<file path="config.mk">
export PLATFORM = sky130hd
export DESIGN_NAME = fuvt_seq
export DESIGN_NICKNAME = d
export VERILOG_FILES = /design/src/design/fuvt_pkg.sv /design/src/design/fuvt_seq.sv
export SDC_FILE = /design/constraint.sdc
export NUM_CORES = 1
export LEC_CHECK = 0
export BUFFER_PORTS_ARGS = -buffer_cell sky130_fd_sc_hd__buf_2
export CAP_MARGIN = 25
export CORE_UTILIZATION = 52
export DETAILED_ROUTE_END_ITERATION = 7
export HOLD_SLACK_MARGIN = 0.12
export PLACE_DENSITY = 0.9
export SLEW_MARGIN = 10
export SYNTH_ARGS = -nofsm -noshare
export SYNTH_HDL_FRONTEND = slang
export SYNTH_SLANG_ARGS = --single-unit
</file>
<file path="constraint.sdc">
create_clock -name clk -period 5.7 [get_ports clk]
set_input_delay 0.57 -clock clk [delete_from_list [all_inputs] [get_ports clk]]
set_output_delay 0.57 -clock clk [all_outputs]
set_load 0.01 [all_outputs]
</file>
<file path="src/design/fuvt_pkg.sv">
`default_nettype none

package fuvt_pkg;

  // sequencer states
  typedef enum logic [2:0] {
    ST_IDLE,
    ST_SCAN,
    ST_HIT_RD,
    ST_HIT_CHK,
    ST_NEW,
    ST_OUT_RD,
    ST_OUT
  } state_t;

  // repeat mark stored per entry; allocated entries start unique
  localparam logic MARK_UNIQUE   = 1'b0;
  localparam logic MARK_REPEATED = 1'b1;

  localparam int KEY_W = 32;

  // result strobe and flags from the sequencer
  typedef struct packed {
    logic valid;
    logic has_unique;
    logic dropped_full;
  } res_flags_t;

endpackage

`default_nettype wire

</file>
<file path="src/design/fuvt_seq.sv">
`default_nettype none

module fuvt_seq #(
  parameter int CAPACITY = 256
) (
  input  wire logic                                clk,
  input  wire logic                                rst_n,
  input  wire logic                                start,
  input  wire logic [fuvt_pkg::KEY_W-1:0]          value,
  output logic                                     busy,
  output logic      [fuvt_pkg::KEY_W-1:0]          first_value,
  output fuvt_pkg::res_flags_t                     flags,
  // key store
  output logic                                     key_we,
  output logic      [$clog2(CAPACITY)-1:0]         key_waddr,
  output logic      [fuvt_pkg::KEY_W-1:0]          key_wdata,
  output logic      [$clog2(CAPACITY)-1:0]         key_raddr,
  input  wire logic [fuvt_pkg::KEY_W-1:0]          key_rdata,
  // repeat marks
  output logic                                     rep_we,
  output logic      [$clog2(CAPACITY)-1:0]         rep_waddr,
  output logic                                     rep_wdata,
  output logic      [$clog2(CAPACITY)-1:0]         rep_raddr,
  input  wire logic                                rep_rdata,
  // next links
  output logic                                     nxt_we,
  output logic      [$clog2(CAPACITY)-1:0]         nxt_waddr,
  output logic      [$clog2(CAPACITY)-1:0]         nxt_wdata,
  output logic      [$clog2(CAPACITY)-1:0]         nxt_raddr,
  input  wire logic [$clog2(CAPACITY)-1:0]         nxt_rdata,
  // prev links
  output logic                                     prv_we,
  output logic      [$clog2(CAPACITY)-1:0]         prv_waddr,
  output logic      [$clog2(CAPACITY)-1:0]         prv_wdata,
  output logic      [$clog2(CAPACITY)-1:0]         prv_raddr,
  input  wire logic [$clog2(CAPACITY)-1:0]         prv_rdata
);

  localparam int IW = $clog2(CAPACITY);
  localparam int CW = $clog2(CAPACITY + 1);
  localparam logic [CW-1:0] CAP_C = CW'(CAPACITY);

  fuvt_pkg::state_t state_r, state_nxt;

  logic [CW-1:0]                used_r, used_nxt;
  logic [IW-1:0]                head_r, head_nxt;
  logic [IW-1:0]                tail_r, tail_nxt;
  logic                         nonempty_r, nonempty_nxt;
  logic                         pend_r, pend_nxt;
  logic [CW-1:0]                scan_r, scan_nxt;
  logic [IW-1:0]                last_r, last_nxt;
  logic [IW-1:0]                hit_r, hit_nxt;
  logic [fuvt_pkg::KEY_W-1:0]   value_r, value_nxt;
  logic                         dropped_r, dropped_nxt;

  logic issue;
  logic is_head;
  logic is_tail;
  logic [IW-1:0] new_idx;

  assign issue   = (scan_r < used_r);
  assign is_head = (hit_r == head_r);
  assign is_tail = (hit_r == tail_r);
  assign new_idx = used_r[IW-1:0];

  always_ff @(posedge clk) begin
    if (!rst_n) begin
      state_r <= fuvt_pkg::ST_IDLE;
    end else begin
      state_r <= state_nxt;
    end
  end

  always_ff @(posedge clk) begin
    if (!rst_n) begin
      used_r     <= '0;
      head_r     <= '0;
      tail_r     <= '0;
      nonempty_r <= 1'b0;
      pend_r     <= 1'b0;
    end else begin
      used_r     <= used_nxt;
      head_r     <= head_nxt;
      tail_r     <= tail_nxt;
      nonempty_r <= nonempty_nxt;
      pend_r     <= pend_nxt;
    end
  end

  always_ff @(posedge clk) begin
    scan_r    <= scan_nxt;
    last_r    <= last_nxt;
    hit_r     <= hit_nxt;
    value_r   <= value_nxt;
    dropped_r <= dropped_nxt;
  end

  always_comb begin
    state_nxt    = state_r;
    used_nxt     = used_r;
    head_nxt     = head_r;
    tail_nxt     = tail_r;
    nonempty_nxt = nonempty_r;
    pend_nxt     = 1'b0;
    scan_nxt     = scan_r;
    last_nxt     = last_r;
    hit_nxt      = hit_r;
    value_nxt    = value_r;
    dropped_nxt  = dropped_r;

    key_we    = 1'b0;
    key_waddr = new_idx;
    key_wdata = value_r;
    key_raddr = scan_r[IW-1:0];
    rep_we    = 1'b0;
    rep_waddr = new_idx;
    rep_wdata = fuvt_pkg::MARK_UNIQUE;
    rep_raddr = hit_r;
    nxt_we    = 1'b0;
    nxt_waddr = tail_r;
    nxt_wdata = new_idx;
    nxt_raddr = hit_r;
    prv_we    = 1'b0;
    prv_waddr = new_idx;
    prv_wdata = tail_r;
    prv_raddr = hit_r;

    busy  = (state_r != fuvt_pkg::ST_IDLE);
    flags = '{valid: 1'b0, has_unique: nonempty_r, dropped_full: dropped_r};

    case (state_r)
      fuvt_pkg::ST_IDLE: begin
        if (start) begin
          value_nxt   = value;
          scan_nxt    = '0;
          dropped_nxt = 1'b0;
          state_nxt   = fuvt_pkg::ST_SCAN;
        end
      end
      fuvt_pkg::ST_SCAN: begin
        // one key read issued per cycle, compared in the cycle after its issue
        pend_nxt = issue;
        scan_nxt = scan_r + CW'(issue);
        last_nxt = scan_r[IW-1:0];
        if (pend_r && (key_rdata == value_r)) begin
          hit_nxt   = last_r;
          pend_nxt  = 1'b0;
          state_nxt = fuvt_pkg::ST_HIT_RD;
        end else if (!pend_r && !issue) begin
          state_nxt = fuvt_pkg::ST_NEW;
        end
      end
      fuvt_pkg::ST_HIT_RD: begin
        state_nxt = fuvt_pkg::ST_HIT_CHK;
      end
      fuvt_pkg::ST_HIT_CHK: begin
        if (rep_rdata == fuvt_pkg::MARK_UNIQUE) begin
          rep_we    = 1'b1;
          rep_waddr = hit_r;
          rep_wdata = fuvt_pkg::MARK_REPEATED;
          if (is_head && is_tail) begin
            nonempty_nxt = 1'b0;
          end else if (is_head) begin
            head_nxt = nxt_rdata;
          end else if (is_tail) begin
            tail_nxt = prv_rdata;
          end else begin
            nxt_we    = 1'b1;
            nxt_waddr = prv_rdata;
            nxt_wdata = nxt_rdata;
            prv_we    = 1'b1;
            prv_waddr = nxt_rdata;
            prv_wdata = prv_rdata;
          end
        end
        state_nxt = fuvt_pkg::ST_OUT_RD;
      end
      fuvt_pkg::ST_NEW: begin
        if (used_r < CAP_C) begin
          key_we   = 1'b1;
          rep_we   = 1'b1;
          used_nxt = used_r + CW'(1);
          if (!nonempty_r) begin
            head_nxt     = new_idx;
            tail_nxt     = new_idx;
            nonempty_nxt = 1'b1;
          end else begin
            nxt_we   = 1'b1;
            prv_we   = 1'b1;
            tail_nxt = new_idx;
          end
        end else begin
          dropped_nxt = 1'b1;
        end
        state_nxt = fuvt_pkg::ST_OUT_RD;
      end
      fuvt_pkg::ST_OUT_RD: begin
        key_raddr = head_r;
        state_nxt = fuvt_pkg::ST_OUT;
      end
      fuvt_pkg::ST_OUT: begin
        flags.valid = 1'b1;
        state_nxt   = fuvt_pkg::ST_IDLE;
      end
      default: begin
        state_nxt = fuvt_pkg::ST_IDLE;
      end
    endcase

    first_value = nonempty_r ? key_rdata : '0;
  end

endmodule

`default_nettype wire

</file>
==> flow_metrics.tcl <==
set metrics [dict create \
    drive_above_1_share 0.436 \
    overflow 0 \
    placed_area_um2 6270 \
    layout.cells.non_filler 821 \
    n_antenna_cell 0 \
    post-place-ws_ns 2.22 \
    grt-busiest-layer "met2" \
    muxShareOfSynthArea 0.0963 \
    path_delay_family "compound AO/OA/AOI/OAI gates" \
    worstSetupPathDepth 6 \
    irDropWorstVdd_uv 170 \
    wl_um 14900 \
    power.total_mw 2.67 \
    finalCoreUtilization 0.656 \
    die_w_um 103 \
    fin_ws_ns 1.77 \
    cts_sinks 88 \
    hold_viol 0 \
    max-cap-violations 0 \
    synth_top_family_by_area "simple AND/OR/NAND/NOR gates" \
    place_congestion 0.890 \
    synth_xor_area_frac 0.103 \
    die_y_um 103 \
    synth_ff_type "edfxtp_1" \
    post-route-drc-count 0 \
    setup-violations-final 0 \
    syn-instance-count 493 \
    cp-end-kind "primary output" \
    synth_nets 588 \
    yosys_warnings 0 \
    cts_tree "built" \
    cp.required_ns 5.13 \
    fp-row-count 36 \
    seqPwrFrac 0.429 \
    cts.clk_slew.worst_paths_ns 0.10 \
    avgSynthCellArea_um2 10.7 \
    critPathArrivalTime_ns 3.36 \
    numCtsBuffers 9 \
    power.switching_mw 1.08 \
    synthAdderAreaFrac 0.0260 \
    cts_max_level 3 \
    synth_edf_count 58 \
    hold_buffers 0 \
    drt-pass1-iter-count 6 \
    p_sw_frac 0.406 \
    io_buffers 236 \
    crit_fanout 19 \
    combPwrFrac 0.423 \
    whs_ns 0.373 \
    fmax_mhz 255 \
    vias 4563 \
    mostFrequentLayoutCell "buf_2" \
    leakage_nw 2.92 \
    synth-simple-area-share 0.178 \
    grt_max_degree 37 \
    cts.repair.resized 0 \
    die-area_um2 10600 \
    synth_seq_cells 88 \
    clkLatencyLatePin_ns 0.36 \
    grt_pass1_wl_um 21900 \
    met3_usage 0.0542 \
    cts_buffer_depth 2 \
    async_flop_share 0 \
    final_antenna_net_count 0 \
    cp_num_buf_inv 1 \
    totalNegativeSetupSlack_ns 0 \
    maxSlewHeadroom 0.310 \
    wl_per_cell_um 18.2 \
    area_growth_pct 21.7 \
    path_class "flop to primary output" \
    ys_seq_area_frac 0.443 \
    io_pins 237 \
    status "finished clean" \
    maxSlewViolCount 0 \
    tightest_slew_ns 1.03 \
    coreArea_um2 9820 \
    rsz0062_at_grt "no" \
    finClkSkew_ns 0.0109 \
    num-fill-cells 775 \
    critPathLaunchType "flop" \
    dpl.cell_count 805 \
    cpPeakStageDelay_ns 0.78 \
    r2r_cells 12 \
    vias_per_cell 5.56 \
    final_cell_area_um2 6440 \
    cts_root_buffer "clkbuf_8" \
    use_met2 0.514 \
    p_int_mw 1.59 \
    gr-usage-met1 0.312 \
    hold_path_depth 1 \
    num-nets-final 778 \
    hpwl_um 11800 \
    post-route-period-util 0.689 \
    grt_usage 0.281 \
    power.density_nw_per_um2 415 \
    fin_crit_ns 3.93 \
    antenna_found_initial 0 \
    synth_cell_type_count 58 \
    start_util 0.539 \
    crit_path_cell_trace "nand2_1 > nor3_4 > o21ai_1 > a21oi_2 > mux2_2 > buf_2" \
    synthesis.area_um2 5290 \
    synth-compound-area-share 0.0658 \
    critical_path.slowest_cell "a21oi_2" \
    hp-class "primary input to flop" \
    final_cell_mix "buf_2, edfxtp_1, xnor2_1" \
    cts_setup_buffers 0 \
    drt_iter0_markers 294 \
    grt_pass1_vias 4370 \
    p_clk_frac 0.148 \
]
-- worst register-to-register path, cell delays in order, from the launching register on --
cell,delay [ns]
dfxtp_1,0.49
inv_1,0.18
ha_1,0.35
a2111oi_0,0.34
o21ai_0,0.16
a21oi_1,0.25
or2_2,0.18
ha_1,0.17
ha_1,0.20
and3_1,0.23
nand3_1,0.11
xor2_1,0.19
nor2_1,0.06
-- flip-flops by register name (all words and copies together), names as in the netlist --
name        cells
dropped_r       1
nonempty_r      1
last_r          8
used_r          9
head_r          8
pend_r          1
nxt_raddr       8
scan_r          9
tail_r          8
key_wdata      32
state_r         3
-- cells in the mapped netlist, types with 13 or more instances --
cell      number  area [um2]
buf_4         45         338
nor2_1        34         128
nand2_1       42         158
and2_1        32         200
xnor2_1       43         377
mux2i_1       16         160
inv_1         14        52.6
nand4_1       13        81.3
dfxtp_1       30         601
edfxtp_1      58        1740
mux2_2        28         315
xor2_1        19         166
-- logic make-up (layout without fill, tap and decap cells) --
logic type | after synthesis | in the layout
and+or+nand+nor | 170 | 170
DFF | 88 | 88
buffers and inverters | 75 | 270
xor gates and xnor gates | 62 | 62
muxes | 47 | 47
AOI/OAI and AO/OA | 40 | 40
adders and majority gates | 11 | 11
-- cell type report --
cell class	count	area (um2)	area share
clock buffer	9	124	0.0192
clock inverter	7	46.3	0.00719
inverter	16	60.1	0.00933
multi-input combinational	330	2480	0.386
sequential	88	2340	0.364
tap	133	166	0.0259
timing repair buffer	238	1220	0.189
-- layer usage --
layer	part of all wire	wire, um	up-vias
met5	0	0	-
met4	0.034	511	0
met3	0.080	1190	42
met2	0.52	7800	274
met1	0.36	5430	2168
li1	-	-	2079
-- power groups by stage --
stage	Combinational (mW)	Clock (mW)	Sequential [mW]
finish	1.13	0.396	1.14
global route	1.23	0.424	1.16
CTS	1.13	0.403	1.14
detailed placement	1.12	0	1.15
global placement	1.06	0	1.14
floorplan	0.801	0	1.07
-- path summary, 6_finish.rpt --
| check | end | start | slack (ns) |
|---|---|---|---|
| hold reg to reg | nxt_raddr[5] | last_r[5] | 0.42 |
| setup reg to reg | scan_r[8] | used_r[6] | 2.56 |
| hold / removal | key_wdata[16] | value[16] | 0.37 |
| setup / recovery | prv_wdata[3] | state_r[1] | 1.77 |
Power figures use the tool's default switching activity.
