$ cat config.mk
export PLATFORM = sky130hd
export DESIGN_NAME = fuvt_ram
export DESIGN_NICKNAME = d
export VERILOG_FILES = /design/src/design/fuvt_ram.sv
export SDC_FILE = /design/constraint.sdc
export NUM_CORES = 1
export LEC_CHECK = 0
export ABC_AREA = 1
export ABC_CLOCK_PERIOD_IN_PS = 1200
export BUFFER_PORTS_ARGS = -buffer_cell sky130_fd_sc_hd__buf_2
export CORE_ASPECT_RATIO = 1.2
export CORE_MARGIN = 8
export CORE_UTILIZATION = 50
export DETAILED_ROUTE_END_ITERATION = 12
export PLACE_DENSITY = 0.66
export SYNTH_ARGS = -nofsm -noshare
export SYNTH_HDL_FRONTEND = slang
export SYNTH_SLANG_ARGS = --single-unit
$ cat constraint.sdc
create_clock -name clk -period 1.2 [get_ports clk]
set_input_delay 0.3 -clock clk [delete_from_list [all_inputs] [get_ports clk]]
set_output_delay 0.3 -clock clk [all_outputs]
set_load 0.05 [all_outputs]
$ cat src/design/fuvt_ram.sv
`default_nettype none

module fuvt_ram #(
  parameter int WIDTH = 8,
  parameter int DEPTH = 16
) (
  input  wire logic                     clk,
  input  wire logic                     we,
  input  wire logic [$clog2(DEPTH)-1:0] waddr,
  input  wire logic [WIDTH-1:0]         wdata,
  input  wire logic [$clog2(DEPTH)-1:0] raddr,
  output logic      [WIDTH-1:0]         rdata
);

  logic [WIDTH-1:0] mem [DEPTH];

  always_ff @(posedge clk) begin
    if (we) begin
      mem[waddr] <= wdata;
    end
    rdata <= mem[raddr];
  end

endmodule

`default_nettype wire

==> results.md, run 1 <==
- Setup violations remaining at the end of the flow were counted as 1.
- The post-route core utilization is 61.9%.
- After technology mapping, the gate count stands at 551.
- The initial antenna violation count is 0.
- The register-to-register setup slack is 200 ps.
- The final period utilization is 100%.
- The wire-length estimate of the detail-placed layout is 8070 µm.
- The number of DRC markers in iteration 0 is 224.
- The maximum fanout encountered on the critical timing path is 1.
- The fraction of synthesized cell area taken by the top area cell type is 66.7%.
- The critical path in this run is classified as reg2out.
- The number of cell instances on the worst register-to-register path is 6.
- From synthesis to final layout, the design area changed by 22.3%.
- For hold timing, the worst endpoint is mem[1][5].
- The row count is 43.
- Pin placement for this block handled 26 I/O pins.
- Static timing analysis puts the maximum clock frequency at 0.832 GHz.
- The worst hold path belongs to the class in2reg.
- The pin count of the biggest net entering global routing is 27.
- The post-synthesis cell type count is 12.
- For the pin with the worst max-slew slack, the measured transition is 322 ps.
- Summed over all failing endpoints, the final setup total negative slack is -1.54 ps.
- The clock sink total is 136.
- For this run, the number of standard cells in the final layout without fillers is 780.
- Clock tree synthesis selected as its root buffer the cell sky130_fd_sc_hd__clkbuf_16.
- After global routing the overflow that remains totals 0.
- The sequential cells in the finished layout cover a total of 4010 µm².
- The initial utilization of the core area, before any placement, comes to 50.6%.
- The register bit total from synthesis is 136.
- IR analysis of the VDD net gives a maximum drop of 0.893 mV.
- The worst flop-to-flop path startpoint is mem[1][3].
- The run finished, with violations left.
- Routability-driven placement finished with a final weighted congestion of 0.838.
- Data arrives at the worst endpoint at 900 ps.
- The source of the worst hold timing path is wdata[5].
- The setup skew after layout is 16.8 ps.
- Once detail routing completed, the nets flagged for antenna violations numbered 0.
- The total area inside the core boundary comes to 11400 µm².
- Along the worst hold path, the cell count comes to 1.
- Buffers added to address setup during post-CTS repair amount to 0.
- The mean cell area of the mapped netlist is 10.5 µm².
- The overall via count from detail_route is 3819.
- In this run the horizontal extent of the chip is 114 µm.
- The final layout net count is 628.
- In this run, CTS created clock tree buffers numbering 17.
- After synthesis, the cell types taking the most area are sky130_fd_sc_hd__edfxtp_1 67%, sky130_fd_sc_hd__nand2_1 11%, sky130_fd_sc_hd__nand3_1 8.4%.
- The via count of the first global-routing pass is 3887.
- The H-tree depth is 4.
- Buffers placed on the I/O ports in this run total 25.
- Setup repair after global routing could not meet its margin everywhere.
- The number of nets handed over by synthesis was 569.
- The Yosys step of the flow raised 0 warnings.
- The worst setup margin is -1.54 ps.
- Dividing the detail-routed wire length by the instance count gives 15.3 µm.
- Summing every instance area after synthesis gives 5770 µm².
- The power consumption is 11900 µW.
- The filler cell count in the final layout is 908.
- The clock transition time at the flip-flop clock pins of the worst setup and hold paths is 60 ps.
- The endpoint identified for the worst register-to-register timing path is rdata[3].
- The number of buffers inserted for hold repair after clock tree synthesis is 0.
- Data on the critical path is required at its endpoint by 900 ps.
- After detailed placement, the design holds a cell count of 748.
- The worst slack at placement is -134 ps.
- The critical path goes through buf_8.
- The post-route netlist has 16.9% of its cells at a drive strength greater than 1.
- The largest single stage delay on the critical path is 350 ps.
- The area used by multi-input combinational logic is 1220 µm².
- For this design the static power due to leakage is 0.00309 µW.
- In this run the tightest slew margin relative to its limit is 78.5%.
- The count of endpoints failing hold in the final timing report is 0.
- The per-cell via count in the routed design is 4.90.
- The biggest area contributor in the post-synthesis netlist is sky130_fd_sc_hd__edfxtp_1.
- Global routing used 17.0% of the available tracks across all layers.
- The buffer depth of the longest clock path is 2.
- The power per cell area is 1690 nW/µm².
- The first global-routing pass estimated 19200 µm of wire.
- The final critical delay including setup and external delays is 1200 ps.
- The cell family contributing the most delay on the critical path is flip-flops.
- Sequential cells were found to cover 69.4% of the synthesized design area.
- At the later pin of the worst-skew pair, clock insertion delay measures 420 ps.
- The cell with the largest stage delay on the worst path is sky130_fd_sc_hd__dfxtp_2.
- For this run, design rule violations remaining after detail routing come to 0.
- The sort of element at the end of the critical path is an output pin.
- The worst setup path is launched from a flop.
- The die is 134 µm tall.
- The total die area is 15200 µm².
- The number of buffers and inverters on the critical path is 1.
- The max-slew violation total from the final report came to 0.
- The number of antenna diodes in the final layout is 0.
- The CTS tree is yes.
- Across the run, the number of max-cap violations was 0.
- Wires add up to 11900 µm.
- The first TritonRoute pass finished after 5 iterations.
- The final reports fail on negative setup slack.
flip-flops by register name, indices dropped and copies added, names as in the netlist:
signal and flops:
rdata 8, mem 128
Yosys cell counts (all sizes together):
library cell,count
nand2,173
edfxtp,128
inv,102
nand3,97
buf,24
nor2,17
dfxtp,8
nand3b,2
power by group:
group          total (µW)  switching (µW)  internal [µW]  leakage, µW
sequential           5360            38.3           5320      0.00122
clock                5720            1840           3880     0.000316
combinational         849             547            302      0.00155
total               11900            2420           9500      0.00309
through the flow:
step,hold slack [ps],area (µm²)
2_1_floorplan,399,5770
3_3_place_gp,653,6310
3_5_place_dp,665,6310
4_1_cts,254,7050
5_1_grt,268,7060
6_report,271,7060
worst max-delay path by stage:
| stage | startpoint | to | slack (ps) | cells past startpoint |
|---|---|---|---|---|
| 2_1_floorplan | waddr[2] | mem[10][0] | -50 | 2 |
| 3_3_place_gp | raddr[0] | rdata[3] | -120 | 8 |
| 3_5_place_dp | raddr[0] | rdata[3] | -130 | 8 |
| 4_1_cts | rdata[1] | rdata[1] | -30 | 1 |
| 5_1_grt | rdata[1] | rdata[1] | -40 | 1 |
| 6_report | rdata[1] | rdata[1] | -2 | 1 |
cell type report:
class / count / area share, %
timing repair buffer: 64 / 8.25
clock inverter: 13 / 3.21
tap: 157 / 2.78
inverter: 102 / 5.43
multi-input combinational: 289 / 17.3
clock buffer: 19 / 6.14
sequential: 136 / 56.9
metal layers:
layer	global-route usage, %	wire, µm	vias to the layer above	part of all wire, %
met1	18.6	4760	1805	40
met4	9.64	193	0	1.6
li1	-	-	1893	-
met3	4.26	558	15	4.7
met2	29.2	6440	106	54
met5	0	0	-	0
cells in the final DEF, fill, tap and decap left out:
| cell type | netlist | layout |
|---|---|---|
| sky130_fd_sc_hd__edfxtp_1 | 128 | 128 |
| sky130_fd_sc_hd__clkbuf_1 | 0 | 2 |
| sky130_fd_sc_hd__inv_2 | 2 | 2 |
| sky130_fd_sc_hd__nand3_1 | 97 | 97 |
| sky130_fd_sc_hd__nand3b_1 | 2 | 2 |
| sky130_fd_sc_hd__clkinv_4 | 0 | 3 |
| sky130_fd_sc_hd__dfxtp_2 | 0 | 8 |
| sky130_fd_sc_hd__clkinvlp_4 | 0 | 1 |
| sky130_fd_sc_hd__buf_8 | 0 | 7 |
| sky130_fd_sc_hd__buf_2 | 13 | 17 |
| sky130_fd_sc_hd__bufinv_16 | 0 | 6 |
| sky130_fd_sc_hd__nor2_2 | 0 | 3 |
| sky130_fd_sc_hd__buf_4 | 4 | 32 |
| sky130_fd_sc_hd__nor2_1 | 17 | 14 |
| sky130_fd_sc_hd__clkbuf_16 | 0 | 17 |
| sky130_fd_sc_hd__nand2_1 | 173 | 173 |
| sky130_fd_sc_hd__clkinv_2 | 0 | 1 |
| sky130_fd_sc_hd__buf_6 | 6 | 1 |
| sky130_fd_sc_hd__inv_1 | 100 | 100 |
| sky130_fd_sc_hd__clkinv_1 | 0 | 2 |
| sky130_fd_sc_hd__buf_12 | 0 | 7 |
what timing repair did:
| action | 4_1_cts | 5_1_grt |
|---|---|---|
| endpoints found under the hold margin | 0 | 0 |
| endpoints found under the setup margin | 8 | 8 |
| gates resized for setup | 30 | 1 |
cells by family (layout without fill, tap and decap cells):
logic type / Yosys count / in the layout / synth area share (%)
buffers and inverters: 126 / 198 / 9.52
AND/OR/NAND/NOR: 289 / 289 / 21.0
flip-flops: 136 / 136 / 69.4
Note: power is estimated with default switching activity, not from simulation.
==> run 2, diff against run 1 <==
ABC_AREA = default   (was 1)
==> results.md, run 2 <==
- The count of placed standard cells including taps is 404 (-46%).
- Sorting the synthesized cells by how often they occur yields 128 x sky130_fd_sc_hd__edfxtp_1, 18 x sky130_fd_sc_hd__mux4_2, 16 x sky130_fd_sc_hd__a22oi_1, 14 x sky130_fd_sc_hd__mux4_1, 13 x sky130_fd_sc_hd__nor2_1.
- The overall routed net length is 9890 µm (-17%).
- The number of nets still failing antenna checks after routing is 0 (unchanged).
- The run finished, with violations left.
- The final critical delay including setup and external delays was 1250 ps (+49.0 ps).
- The startpoint identified for the worst register-to-register timing path is mem[11][5].
- The maximum fanout encountered on the critical timing path came to 1 (unchanged).
- The register-to-register setup slack is -50 ps (-250 ps).
- The pin count of the biggest net entering global routing is 17 (-37%).
- The buffer depth of the longest clock path is 2 (unchanged).
- The synthesized design spends more area on one cell type than any other, namely sky130_fd_sc_hd__edfxtp_1.
- The number of DRC markers in iteration 0 is 146 (-35%).
- The final layout net count is 315 (-50%).
- The post-synthesis cell type count came to 19 (+7).
- The worst hold path terminates at mem[8][7].
- The proportion of register bits with asynchronous set or reset after synthesis is 0% (unchanged).
- The initial cell density of the core is 51.4% (+0.87 points).
- The worst hold path belongs to the class in2reg.
- The most common cell after layout, fill and taps aside is sky130_fd_sc_hd__edfxtp_1.
- The area used by multi-input combinational logic is 1140 µm² (-6.8%).
- Setup repair after global routing could not meet its margin everywhere.
- The area overhead of the layout relative to synthesis is 26.9%.
- The TritonCTS buffer count came to 17 (unchanged).
- The portion of the post-synthesis area used by sequential elements is 77.8% (+8.4 points).
- The post-route non-filler standard cell count is 436 (-44%).
- The total setup buffers inserted after CTS was 0 (unchanged).
- The footprint of the flip-flops and latches is 4020 µm² (about the same).
- The initial antenna violation count was 0 (unchanged).
- The insertion delay of the later-clocked pin in the worst-skew pair was 410 ps (about the same).
- The worst setup path is of the reg2reg kind.
- The sum of overflow across all layers after global routing came to 0 (unchanged).
- The number of max-cap violations is 0 (unchanged).
- The total DRC errors in the routed layout is 0 (unchanged).
- The total negative setup slack is -302 ps (-301 ps).
- The flip-flop count of the largest register, all copies and words added is 128 (unchanged).
- The clock transition time at the flip-flop clock pins of the worst setup and hold paths is 50 ps (about the same).
- The switching power total was 2240 µW (-7.5%).
- The total die area came to 13800 µm² (-9.4%).
- The number of cell instances on the worst register-to-register path is 3 (-3).
- The achievable clock frequency is 0.800 GHz (-3.9%).
- The leakage dissipation is 0.00219 µW (-29%).
- The filler cell count in the final layout is 660 (-27%).
- The mean cell area of the mapped netlist is 22.5 µm² (+110%).
- The max-slew violation total from the final report is 0 (unchanged).
- The count of endpoints failing hold in the final timing report is 0 (unchanged).
- The H-tree depth is 4 (unchanged).
- The instance area after placement came to 5820 µm² (-7.7%).
- STA classifies the critical path startpoint as a flop.
- The largest voltage drop on the vdd net is 0.939 mV (+5.2%).
- The final weighted congestion in routability-driven placement is 0.787 (-6.1%).
- The checks that failed: negative setup slack.
- The startpoint identified for the worst hold timing path is wdata[7].
- The net count after synthesis is 247 (-57%).
- The sequential group share of total power came to 48.2% (+3.3 points).
- The count of cells along the worst hold path came to 1 (unchanged).
- The clock sink total is 136 (unchanged).
- The power per cell area was 1710 nW/µm² (+1.1%).
- The number of enable-type register cells in the synthesized netlist is 128 (unchanged).
- The vertical die dimension is 127 µm (-4.9%).
- The x dimension of the die was 109 µm (-4.7%).
- The worst-case hold slack came to 276 ps (+4.27 ps).
- The slew of the pin with the lowest slew margin came to 969 ps (+647 ps).
- The most frequently used flop master after synthesis is sky130_fd_sc_hd__edfxtp_1.
- The cell internal power dissipation is 8920 µW (-6.2%).
- The final period utilization came to 104% (+4.1 points).
- The part of the total power dissipated in combinational logic is 7.0% (about the same).
- The overall via count from detail_route was 2427 (-36%).
- The post-route standard cell area excluding fillers is 6530 µm² (-7.4%).
- The required time of the critical path is 1490 ps (+590 ps).
- The row count is 40 (-7.0%).
- The clock network fraction of total power is 44.9% (-3.1 points).
- The register bit total from synthesis is 136 (unchanged).
- The placeable core region is 10000 µm² (-12%).
- The endpoint arrival time on the critical path is 1540 ps (+640 ps).
- More flip-flops sit in one register than any other, and that register is mem.
- The per-cell via count in the routed design is 5.57 (+14%).
- In the post-synthesis netlist, the biggest area contributors are sky130_fd_sc_hd__edfxtp_1 75%, sky130_fd_sc_hd__mux4_2 7.9%, sky130_fd_sc_hd__mux4_1 7.1%.
- The cell count after synthesis is 229 (-58%).
- The number of I/O pins was 26 (unchanged).
- The count of inserted antenna diode cells was 0 (unchanged).
- The count of synthesis-stage warnings from yosys is 0 (unchanged).
- The number of setup violations in the final report is 11 (+10).
- Leaving out fill and tap cells, the most frequent cells in the layout are 128 x sky130_fd_sc_hd__edfxtp_1, 32 x sky130_fd_sc_hd__mux4_2, 19 x sky130_fd_sc_hd__buf_4.
- The post-synthesis instance area came to 5150 µm² (-11%).
- The setup skew after layout was 6.55 ps (-10.3 ps).
- The max-slew headroom at the worst pin is 35.3% (-43 points).
- The worst setup margin is -50.6 ps (-49.0 ps).
- The wire length of the first global-routing pass is 15100 µm (-21%).
- The root buffer selected by CTS is sky130_fd_sc_hd__clkbuf_16.
- The number of detailed-routing iterations run before antenna repair is 4 (-1).
- The routed wire length per instance came to 22.7 µm (+48%).
- The switching part of the total power is 20.1% (-0.22 points).
- The layout cell share with drive strength beyond 1 is 49.0% (+32 points).
- The count of buffers from port buffering is 25 (unchanged).
- The aggregate global-route resource usage is 15.6% (-1.3 points).
- The fraction of synthesized cell area taken by the top area cell type was 74.7% (+8.0 points).
- In this run the critical register-to-register path is captured at rdata[5].
- The via count of the first global-routing pass came to 2634 (-32%).
- The most frequent cell after synthesis is sky130_fd_sc_hd__edfxtp_1.
- STA classifies the critical path endpoint as a flop.
- TritonCTS built the clock tree.
- The largest registers in the layout are mem: 128 flops, rdata: 8 flops.
- The placed wire-length estimate was 6740 µm (-16%).
-- run 2: changes by cell type in the layout (fill, tap and decap cells not counted), moves of 5 or more --
cell                       previous run  this run
sky130_fd_sc_hd__a22oi_2              0        10
sky130_fd_sc_hd__nand2_1            173         9
sky130_fd_sc_hd__nor2_1              14         2
sky130_fd_sc_hd__nor2_2               3         8
sky130_fd_sc_hd__inv_1              100         0
sky130_fd_sc_hd__a22oi_1              0         6
sky130_fd_sc_hd__buf_12               7        15
sky130_fd_sc_hd__mux4_2               0        32
sky130_fd_sc_hd__nand3_1             97         1
sky130_fd_sc_hd__buf_4               32        19
sky130_fd_sc_hd__clkinv_2             1         6
-- run 2: power by group through the flow --
| stage | registers (µW) | logic (µW) | clock network [µW] |
|---|---|---|---|
| 4_1_cts | 5370 | 780 | 5100 |
| 2_1_floorplan | 5540 | 309 | 0 |
| 3_5_place_dp | 5450 | 696 | 0 |
| 5_1_grt | 5380 | 824 | 5290 |
| 6_report | 5370 | 777 | 5010 |
| 3_3_place_gp | 5440 | 687 | 0 |
-- run 2: worst max path at each step --
stage | from | end
after detailed placement | raddr[0] | rdata[0]
after global placement | raddr[0] | rdata[0]
after CTS | mem[11][6] | rdata[6]
after global routing | mem[11][1] | rdata[1]
after floorplan | waddr[2] | mem[0][0]
final | mem[11][5] | rdata[5]
-- run 2: cells by family (layout without fill, tap and decap cells) --
logic type,Yosys count,count (layout),share of synthesized area (%)
AO/OA/AOI/OAI,16,16,2.33
buffers and inverters,10,91,1.68
flip-flops,136,136,77.8
multiplexers,32,32,15.0
AND/OR/NAND/NOR,35,35,3.18
-- run 2: per-layer routing --
metal / global-route usage, % / share of wire (%) / up-vias
met5: 0 / 0 / -
li1: - / - / 1098
met3: 4.33 / 4.2 / 13
met2: 25.8 / 53 / 60
met4: 7.91 / 1.8 / 0
met1: 18.2 / 41 / 1256
-- run 2: timing repair --
action / CTS / global route
hold buffers: 0 / 0
pin swaps: 4 / 4
resized for setup: 40 / 4
setup endpoints to repair: 16 / 16
-- run 2: worst max-delay path: stages, from the launching register on --
cell and delay, ps:
sky130_fd_sc_hd__edfxtp_1 360, sky130_fd_sc_hd__mux4_2 480, sky130_fd_sc_hd__a22oi_2 210, sky130_fd_sc_hd__nand2_1 80
-- run 2: stage by stage --
stage | utilization (%) | worst slack [ps] | total power, µW
4_1_cts | 65.1 | -54.7 | 11200
6_report | 65.3 | -50.6 | 11200
5_1_grt | 65.3 | -93.2 | 11500
3_5_place_dp | 58.2 | -497 | 6140
3_3_place_gp | 58.2 | -477 | 6130
2_1_floorplan | - | -203 | 5850
-- run 2: final cells by class --
cell class | count | share of cell area, %
Clock inverter | 10 | 1.95
Multi-Input combinational cell | 83 | 17.4
Clock buffer | 22 | 6.80
Timing Repair Buffer | 59 | 9.92
Tap cell | 126 | 2.41
Sequential cell | 136 | 61.5
